### src/l2vn_pkg.sv
// ----------------------------------------------------------------------------
// l2vn_pkg
// Shared widths, constants and controller-to-datapath command type for the
// L2 vector normalizer.
// ----------------------------------------------------------------------------
package l2vn_pkg;

   // Element and result word width (Q4.12 in, Q1.15 out).
   localparam int ElemWidth = 16;

   // Running sum of squares and its square root.
   localparam int SumWidth  = 38;
   localparam int NormWidth = 19;

   // The square root retires one result bit per step.
   localparam int SqrtSteps  = NormWidth;
   localparam int SqrtTopBit = SumWidth - 2;

   // Restoring divider: one quotient bit per step. The partial remainder
   // stays below twice the norm.
   localparam int QuotWidth   = 16;
   localparam int DivRemWidth = NormWidth + 1;

   // Step counter shared by the root and the divide loops.
   localparam int StepWidth = 5;

   // Default vector length limit.
   localparam int DefaultMaxLen = 64;

   // Commands from the controller to the datapath.
   typedef struct packed {
      logic load;       // write the element and add its square
      logic close;      // this element ends the vector; seed the root
      logic sqrt_step;  // one square root iteration
      logic read;       // read one buffer entry
      logic div_init;   // load the divider from the read data
      logic div_step;   // one divide iteration
      logic div_last;   // final divide iteration; register the result
      logic item_last;  // the result being finished ends the vector
   } cmd_type;

endpackage

### src/l2vn_ctrl.sv
// ----------------------------------------------------------------------------
// l2vn_ctrl
// Sequencer for the L2 vector normalizer: counts loaded elements, runs the
// square root iterations, then walks the buffer through the divider.
// ----------------------------------------------------------------------------
module l2vn_ctrl #(
   parameter int MAX_LEN = l2vn_pkg::DefaultMaxLen
) (
   input  logic                     clock,
   input  logic                     reset,
   input  logic                     start,
   input  logic                     req_last,
   output logic                     busy,
   output l2vn_pkg::cmd_type        cmd,
   output logic [((MAX_LEN > 1) ? $clog2(MAX_LEN) : 1)-1:0] addr
);

   localparam int AddrWidth  = (MAX_LEN > 1) ? $clog2(MAX_LEN) : 1;
   localparam int CountWidth = $clog2(MAX_LEN + 1);

   typedef enum logic [4:0] {
      ST_IDLE  = 5'b00001,
      ST_SQRT  = 5'b00010,
      ST_READ  = 5'b00100,
      ST_DINIT = 5'b01000,
      ST_DIV   = 5'b10000
   } state_type;

   state_type                     state_ff, state_in;
   logic [CountWidth-1:0]         count_ff, count_in;
   logic [AddrWidth-1:0]          last_idx_ff, last_idx_in;
   logic [AddrWidth-1:0]          idx_ff, idx_in;
   logic [l2vn_pkg::StepWidth-1:0] step_ff, step_in;
   logic                          closing;
   logic                          at_last_item;

   // A vector closes on the last flag or when the buffer is full.
   assign closing      = req_last || (count_ff == CountWidth'(MAX_LEN - 1));
   assign at_last_item = (idx_ff == last_idx_ff);

   // Next-state and command decode.
   always_comb begin
      state_in    = state_ff;
      count_in    = count_ff;
      last_idx_in = last_idx_ff;
      idx_in      = idx_ff;
      step_in     = step_ff;
      cmd         = '0;
      addr        = idx_ff;
      busy        = 1'b1;
      unique case (state_ff)
         ST_IDLE: begin
            busy = 1'b0;
            addr = count_ff[AddrWidth-1:0];
            if (start) begin
               cmd.load = 1'b1;
               if (closing) begin
                  cmd.close   = 1'b1;
                  last_idx_in = count_ff[AddrWidth-1:0];
                  count_in    = '0;
                  step_in     = '0;
                  state_in    = ST_SQRT;
               end else begin
                  count_in = count_ff + CountWidth'(1);
               end
            end
         end
         ST_SQRT: begin
            cmd.sqrt_step = 1'b1;
            step_in       = step_ff + l2vn_pkg::StepWidth'(1);
            if (step_ff == l2vn_pkg::StepWidth'(l2vn_pkg::SqrtSteps - 1)) begin
               idx_in   = '0;
               state_in = ST_READ;
            end
         end
         ST_READ: begin
            cmd.read = 1'b1;
            state_in = ST_DINIT;
         end
         ST_DINIT: begin
            cmd.div_init = 1'b1;
            step_in      = '0;
            state_in     = ST_DIV;
         end
         ST_DIV: begin
            cmd.div_step = 1'b1;
            step_in      = step_ff + l2vn_pkg::StepWidth'(1);
            if (step_ff == l2vn_pkg::StepWidth'(l2vn_pkg::QuotWidth - 1)) begin
               cmd.div_last  = 1'b1;
               cmd.item_last = at_last_item;
               if (at_last_item) begin
                  state_in = ST_IDLE;
               end else begin
                  idx_in   = idx_ff + AddrWidth'(1);
                  state_in = ST_READ;
               end
            end
         end
         default: begin
            state_in = ST_IDLE;
         end
      endcase
   end

   // Control registers.
   always_ff @(posedge clock) begin
      if (reset) begin
         state_ff    <= ST_IDLE;
         count_ff    <= '0;
         last_idx_ff <= '0;
         idx_ff      <= '0;
         step_ff     <= '0;
      end else begin
         state_ff    <= state_in;
         count_ff    <= count_in;
         last_idx_ff <= last_idx_in;
         idx_ff      <= idx_in;
         step_ff     <= step_in;
      end
   end

endmodule

### src/l2vn_datapath.sv
// ----------------------------------------------------------------------------
// l2vn_datapath
// Element buffer, sum of squares, bit-serial square root, restoring divider
// and the result register of the L2 vector normalizer.
// ----------------------------------------------------------------------------
module l2vn_datapath #(
   parameter int MAX_LEN = l2vn_pkg::DefaultMaxLen
) (
   input  logic                                          clock,
   input  logic                                          reset,
   input  l2vn_pkg::cmd_type                             cmd,
   input  logic [((MAX_LEN > 1) ? $clog2(MAX_LEN) : 1)-1:0] addr,
   input  logic signed [l2vn_pkg::ElemWidth-1:0]         req_element,
   output logic                                          rsp_strobe,
   output logic signed [l2vn_pkg::ElemWidth-1:0]         rsp_unit_element,
   output logic                                          rsp_zero_norm,
   output logic                                          rsp_last_out
);

   localparam int AddrWidth = (MAX_LEN > 1) ? $clog2(MAX_LEN) : 1;
   localparam int EW        = l2vn_pkg::ElemWidth;
   localparam int SW        = l2vn_pkg::SumWidth;
   localparam int NW        = l2vn_pkg::NormWidth;
   localparam int QW        = l2vn_pkg::QuotWidth;
   localparam int RW        = l2vn_pkg::DivRemWidth;

   // Element buffer.
   logic signed [EW-1:0] mem [MAX_LEN];
   logic signed [EW-1:0] rdata_ff;

   // Sum of squares and square root state.
   logic [SW-1:0] sum_ff;
   logic [SW-1:0] sq_rem_ff;
   logic [SW-1:0] sq_root_ff;
   logic [SW-1:0] sq_bit_ff;

   // Divider state.
   logic [RW-1:0] div_rem_ff;
   logic [QW-1:0] quot_ff;
   logic          neg_ff;

   // Result register.
   logic                 strobe_ff;
   logic signed [EW-1:0] unit_ff;
   logic                 zero_ff;
   logic                 last_ff;

   logic signed [2*EW-1:0] product;
   logic [SW-1:0]          sum_in;
   logic [SW-1:0]          trial;
   logic                   root_fits;
   logic [NW-1:0]          norm;
   logic                   norm_zero;
   logic [EW:0]            mag_wide;
   logic [QW-1:0]          mag;
   logic                   div_fits;
   logic [RW-1:0]          div_rem_in;
   logic [QW-1:0]          quot_in;
   logic [EW-1:0]          result;

   // Square of the incoming element; always nonnegative.
   assign product = (2*EW)'(req_element) * (2*EW)'(req_element);
   assign sum_in  = sum_ff + SW'($unsigned(product));

   // One iteration of the bit-by-bit square root.
   assign trial     = sq_root_ff + sq_bit_ff;
   assign root_fits = (sq_rem_ff >= trial);
   assign norm      = sq_root_ff[NW-1:0];
   assign norm_zero = (norm == '0);

   // Magnitude of the buffered element; -32768 gives 32768.
   assign mag_wide = rdata_ff[EW-1] ? (EW+1)'(-$signed({rdata_ff[EW-1], rdata_ff}))
                                    : {1'b0, rdata_ff};
   assign mag      = mag_wide[QW-1:0];

   // One restoring divide step: compare, subtract, shift.
   assign div_fits   = (div_rem_ff >= {1'b0, norm});
   assign div_rem_in = (div_fits ? (div_rem_ff - {1'b0, norm}) : div_rem_ff) << 1;
   assign quot_in    = {quot_ff[QW-2:0], div_fits};

   // Apply the sign; a zero norm gives zero and a positive full-scale quotient saturates.
   always_comb begin
      if (norm_zero) begin
         result = '0;
      end else if (neg_ff) begin
         result = (~quot_in) + EW'(1);
      end else if (quot_in[QW-1]) begin
         result = {1'b0, {(EW-1){1'b1}}};
      end else begin
         result = quot_in;
      end
   end

   // Buffer write on load, registered read on command.
   always_ff @(posedge clock) begin
      if (cmd.load) begin
         mem[addr] <= req_element;
      end
      if (cmd.read) begin
         rdata_ff <= mem[addr];
      end
   end

   // Running sum; cleared when the vector closes.
   always_ff @(posedge clock) begin
      if (reset) begin
         sum_ff <= '0;
      end else if (cmd.load) begin
         sum_ff <= cmd.close ? '0 : sum_in;
      end
   end

   // Square root iterations, seeded with the final sum at close.
   always_ff @(posedge clock) begin
      if (reset) begin
         sq_rem_ff  <= '0;
         sq_root_ff <= '0;
         sq_bit_ff  <= '0;
      end else if (cmd.load && cmd.close) begin
         sq_rem_ff  <= sum_in;
         sq_root_ff <= '0;
         sq_bit_ff  <= SW'(1) << l2vn_pkg::SqrtTopBit;
      end else if (cmd.sqrt_step) begin
         if (root_fits) begin
            sq_rem_ff  <= sq_rem_ff - trial;
            sq_root_ff <= (sq_root_ff >> 1) + sq_bit_ff;
         end else begin
            sq_root_ff <= sq_root_ff >> 1;
         end
         sq_bit_ff <= sq_bit_ff >> 2;
      end
   end

   // Divider registers.
   always_ff @(posedge clock) begin
      if (cmd.div_init) begin
         div_rem_ff <= RW'(mag);
         quot_ff    <= '0;
         neg_ff     <= rdata_ff[EW-1];
      end else if (cmd.div_step) begin
         div_rem_ff <= div_rem_in;
         quot_ff    <= quot_in;
      end
   end

   // Result strobe and payload; each result is shown for one cycle.
   always_ff @(posedge clock) begin
      if (reset) begin
         strobe_ff <= 1'b0;
      end else begin
         strobe_ff <= cmd.div_last;
      end
   end

   always_ff @(posedge clock) begin
      if (cmd.div_last) begin
         unit_ff <= result;
         zero_ff <= norm_zero;
         last_ff <= cmd.item_last;
      end
   end

   assign rsp_strobe       = strobe_ff;
   assign rsp_unit_element = unit_ff;
   assign rsp_zero_norm    = zero_ff;
   assign rsp_last_out     = last_ff;

endmodule

### src/l2_vector_normalize.sv
// ----------------------------------------------------------------------------
// l2_vector_normalize
// L2 normalization of a vector of Q4.12 elements into Q1.15 unit components.
//
//   Channel   Ports                                   Transfer
//   request   start, busy, req_element, req_last      start high, busy low
//   response  rsp_strobe, rsp_unit_element,           one cycle per strobe
//             rsp_zero_norm, rsp_last_out
//
// Loading takes one cycle per element while busy is low. The element that
// closes the vector starts the square root, one result bit per cycle. Each
// result then takes one buffer read, one divider load and 16 divide steps.
// Busy is high after the closing element is taken until the last divide
// step of the vector. Reset is synchronous and clears all control state;
// the receiver cannot stall, so results are never held back.
// ----------------------------------------------------------------------------
module l2_vector_normalize #(
   parameter int MAX_LEN = l2vn_pkg::DefaultMaxLen
) (
   input  logic                                  clock,
   input  logic                                  reset,
   input  logic                                  start,
   output logic                                  busy,
   input  logic signed [l2vn_pkg::ElemWidth-1:0] req_element,
   input  logic                                  req_last,
   output logic                                  rsp_strobe,
   output logic signed [l2vn_pkg::ElemWidth-1:0] rsp_unit_element,
   output logic                                  rsp_zero_norm,
   output logic                                  rsp_last_out
);

   localparam int AddrWidth = (MAX_LEN > 1) ? $clog2(MAX_LEN) : 1;

   l2vn_pkg::cmd_type    cmd;
   logic [AddrWidth-1:0] addr;

   // Sequencer.
   l2vn_ctrl #(
      .MAX_LEN (MAX_LEN)
   ) u_ctrl (
      .clock    (clock),
      .reset    (reset),
      .start    (start),
      .req_last (req_last),
      .busy     (busy),
      .cmd      (cmd),
      .addr     (addr)
   );

   // Buffer and arithmetic.
   l2vn_datapath #(
      .MAX_LEN (MAX_LEN)
   ) u_datapath (
      .clock            (clock),
      .reset            (reset),
      .cmd              (cmd),
      .addr             (addr),
      .req_element      (req_element),
      .rsp_strobe       (rsp_strobe),
      .rsp_unit_element (rsp_unit_element),
      .rsp_zero_norm    (rsp_zero_norm),
      .rsp_last_out     (rsp_last_out)
   );

endmodule

### config.mk
export PLATFORM = sky130hd
export DESIGN_NAME = l2_vector_normalize
export DESIGN_NICKNAME = d
export VERILOG_FILES = /design/src/l2vn_pkg.sv /design/src/l2vn_ctrl.sv /design/src/l2vn_datapath.sv /design/src/l2_vector_normalize.sv
export SDC_FILE = /design/constraint.sdc
export NUM_CORES = 2
export LEC_CHECK = 0
export ABC_AREA = 1
export BUFFER_PORTS_ARGS = -buffer_cell sky130_fd_sc_hd__buf_2
export CAP_MARGIN = 20
export CORE_MARGIN = 3
export CORE_UTILIZATION = 55
export DETAILED_ROUTE_END_ITERATION = 10
export PLACE_DENSITY = 0.81
export SLEW_MARGIN = 10
export SYNTH_ARGS = -nofsm -noshare
export SYNTH_HDL_FRONTEND = slang
export SYNTH_SLANG_ARGS = --single-unit
### constraint.sdc
create_clock -name clock -period 17 [get_ports clock]
set_input_delay 0 -clock clock [delete_from_list [all_inputs] [get_ports clock]]
set_output_delay 0 -clock clock [all_outputs]
set_load 0.005 [all_outputs]
==> impl_metrics.json <==
{
  "critPathMaxFanout": 86,
  "synth_fp_nets": 9226,
  "synth.area.mux_share_pct": 0,
  "fmax_mhz": 124,
  "netlist_top_cells_area": "edfxtp_1, nand2_1, fa_1",
  "synth-simple-area-share_pct": 27.4,
  "synth_ff_type": "edfxtp_1",
  "ys_warn_count": 0,
  "met2_usage_pct": 47.6,
  "hpwl_mm": 138,
  "synthXorXnorAreaFrac_pct": 1.59,
  "dieWidth_um": 370,
  "reg2reg_to": "u_datapath.sq_rem_ff[20]",
  "die_h_um": 370,
  "max_stage_delay_ns": 0.84,
  "h-tree-depth": 4,
  "first_pass_iters": 6,
  "grt_pass1_wl_mm": 319,
  "synth_top_family_by_area": "simple AND/OR/NAND/NOR gates",
  "seq_area_frac_synth_pct": 49.3,
  "tightest_slew_ns": 1.16,
  "postCtsSetupRepairBufs": 0,
  "final_cells": 10600,
  "cts.sinks": 1257,
  "clk_latency_ns": 0.78,
  "initial_utilization_pct": 55.8,
  "cts_resized": 0,
  "drive_above_1_share_pct": 4.53,
  "fin_skew_ns": 0.0399,
  "required_ns": 17.67,
  "port_buffers": 39,
  "cp-endpoint": "u_datapath.sq_rem_ff[21]",
  "ys_seq_elements": 1257,
  "cts_hold_buf": 19,
  "worstPathArrival_ns": 8.75,
  "grt_start_max_net_pins": 195,
  "status": "finished, final reports clean",
  "grt_use_met3_pct": 5.42,
  "maxSlewViolCount": 0,
  "yosysTopAreaCell": "edfxtp_1",
  "startpoint": "req_element[15]",
  "dpl.cell_count": 10300,
  "wl_per_cell_um": 19.6,
  "drt_iter0_drc": 7362,
  "fin_crit_ns": 8.08,
  "async_flop_share_pct": 0,
  "setup_tns_ns": 0,
  "synth_common_cells": "nand2_1, edfxtp_1, inv_1, nor2_1, a21oi_1",
  "n_antenna_cell": 0,
  "rsz0062_at_grt": "false",
  "synth.top_cell.area_share_pct": 44.3,
  "cts_made_buffers": 133,
  "rr_worst_depth": 29,
  "nets": 9216,
  "crit_slowest_cell": "buf_4",
  "grt_pass1_vias": 57200,
  "ioPinCount": 40,
  "clock-root-buffer": "clkbuf_16",
  "drc_errors": 0,
  "via_per_inst": 5.60,
  "path_class": "in -> reg",
  "synth_area_mm2": 0.0728,
  "dieArea_mm2": 0.137,
  "synth.most_common_cell": "nand2_1",
  "cts_tree": "yes",
  "synth_edf_count": 1075,
  "use_met1_pct": 40.7,
  "antenna_found_initial": 3,
  "worst_path_most_repeated_cell": "fa_1",
  "hold_violations": 0,
  "drt_wl_total_mm": 208,
  "grt.total_usage_pct": 30.0,
  "syn2layout_area_growth_pct": 8.67,
  "top_usage_layer": "met2",
  "r2r_slack_ns": 10.99,
  "synthCells": 8742,
  "synth-compound-area-share_pct": 4.60,
  "maxCapViolCount": 0,
  "clock_path_buffers": 3,
  "path_clk_slew_ns": 0.06,
  "drtAntennaViolNets": 0,
  "grt-ovfl-total": 0,
  "setup_viol": 0,
  "worst_setup_path_start_kind": "input pin",
  "end_kind": "flip-flop",
  "min_period_over_period_pct": 47.5,
  "gp_congestion": 1.01,
  "max_slew_margin_pct": 22.7,
  "vias": 59200,
  "rows": 132,
  "yosys.area_share.adder_pct": 10.4,
  "r2r-start": "u_datapath.sq_root_ff[0]",
  "hold_path_class": "in -> reg",
  "avgSynthCellArea_um2": 8.33,
  "synth_cell_types": 58,
  "coreArea_mm2": 0.130
}
[per-stage QoR]
step	worst slack, ns	util [%]	cell area [µm²]	hold slack, ns
after floorplan	10.41	-	72800	0.0989
after global placement	9.07	57.2	74700	0.363
after detailed placement	9.01	57.2	74700	0.387
after CTS	9.21	60.6	79100	0.215
after global routing	8.56	60.6	79100	0.238
final	8.92	60.6	79100	0.257
[cells in the final DEF, fill, tap and decap left out, types with 11 or more instances in the layout]
cell           instances
buf_2                 23
clkbuf_1              28
edfxtp_1            1075
o21ai_1               11
clkinv_1              33
inv_2                 17
o21ai_0              208
dlygate4sd3_1         19
dfxtp_1              182
clkbuf_16            137
o22ai_1               19
xor2_1                78
a31oi_1               14
buf_4                126
nor2_1               497
or2_2                 13
fa_1                 240
ha_1                 224
o21bai_1              26
xnor2_1               54
nand2_1             4128
nand4_1               61
inv_1                853
a21oi_1              284
nor3_1                65
nand3_1              241
clkinv_2              12
nand3b_1              18
[logic make-up (layout without fill, tap and decap cells)]
| group | count (synthesis) | in the layout |
|---|---|---|
| AOI/OAI and AO/OA | 612 | 612 |
| xor gates and xnor gates | 132 | 132 |
| adders and majority gates | 464 | 464 |
| buffers and inverters | 1196 | 1284 |
| DFF | 1257 | 1257 |
| and+or+nand+nor | 5081 | 5081 |
[layer usage]
metal / part of all wire (%) / wire length, µm
met1: 39 / 81600
met2: 46 / 95100
met3: 10 / 21700
met4: 4.4 / 9230
met5: 0 / 0
[registers in the layout, summed over array words and instances, names as in the netlist]
| register | cells |
|---|---|
| u_datapath.sq_rem_ff | 38 |
| u_datapath.rsp_last_out | 1 |
| u_datapath.div_rem_ff | 20 |
| u_datapath.sq_root_ff | 38 |
| u_ctrl.state_ff | 5 |
| u_ctrl.last_idx_ff | 6 |
| u_datapath.sum_ff | 38 |
| u_ctrl.idx_ff | 6 |
| u_ctrl.count_ff | 7 |
| u_datapath.sq_bit_ff | 19 |
| u_datapath.rsp_zero_norm | 1 |
| u_datapath.rsp_strobe | 1 |
| u_datapath.neg_ff | 1 |
| u_datapath.quot_ff | 15 |
| u_ctrl.step_ff | 5 |
| u_datapath.rdata_ff | 16 |
| u_datapath.mem | 1024 |
| u_datapath.rsp_unit_element | 16 |
[area by class of cell]
| type | instances | area [µm²] |
|---|---|---|
| Fill cell | 10700 | 51400 |
| Sequential cell | 1257 | 35900 |
| Multi-Input combinational cell | 6289 | 32100 |
| Clock buffer | 166 | 3550 |
| Inverter | 878 | 3320 |
| Tap cell | 1742 | 2180 |
| Timing Repair Buffer | 173 | 1340 |
| Clock inverter | 67 | 688 |
[critical path: cells and delay by family]
| kind | cells | cell delay [ns] |
|---|---|---|
| buffers and inverters | 8 | 2.32 |
| and+or+nand+nor | 10 | 1.82 |
| xor gates and xnor gates | 2 | 0.55 |
| adders and majority gates | 8 | 3.58 |
| AOI/OAI and AO/OA | 2 | 0.36 |
[how the worst min path moves through the flow]
stage,startpoint,to,depth (start not counted)
3_3_place_gp,req_last,u_ctrl.count_ff[6],4
2_1_floorplan,req_element[0],u_datapath.mem[0][0],0
3_5_place_dp,u_datapath.rsp_strobe,rsp_strobe,1
6_report,req_element[2],u_datapath.mem[16][2],2
4_1_cts,req_element[2],u_datapath.mem[16][2],2
5_1_grt,req_element[2],u_datapath.mem[16][2],2
Power is left out: the tool's default activity adds up to more than one toggle a clock period on the data nets, which glitch-free logic cannot reach.
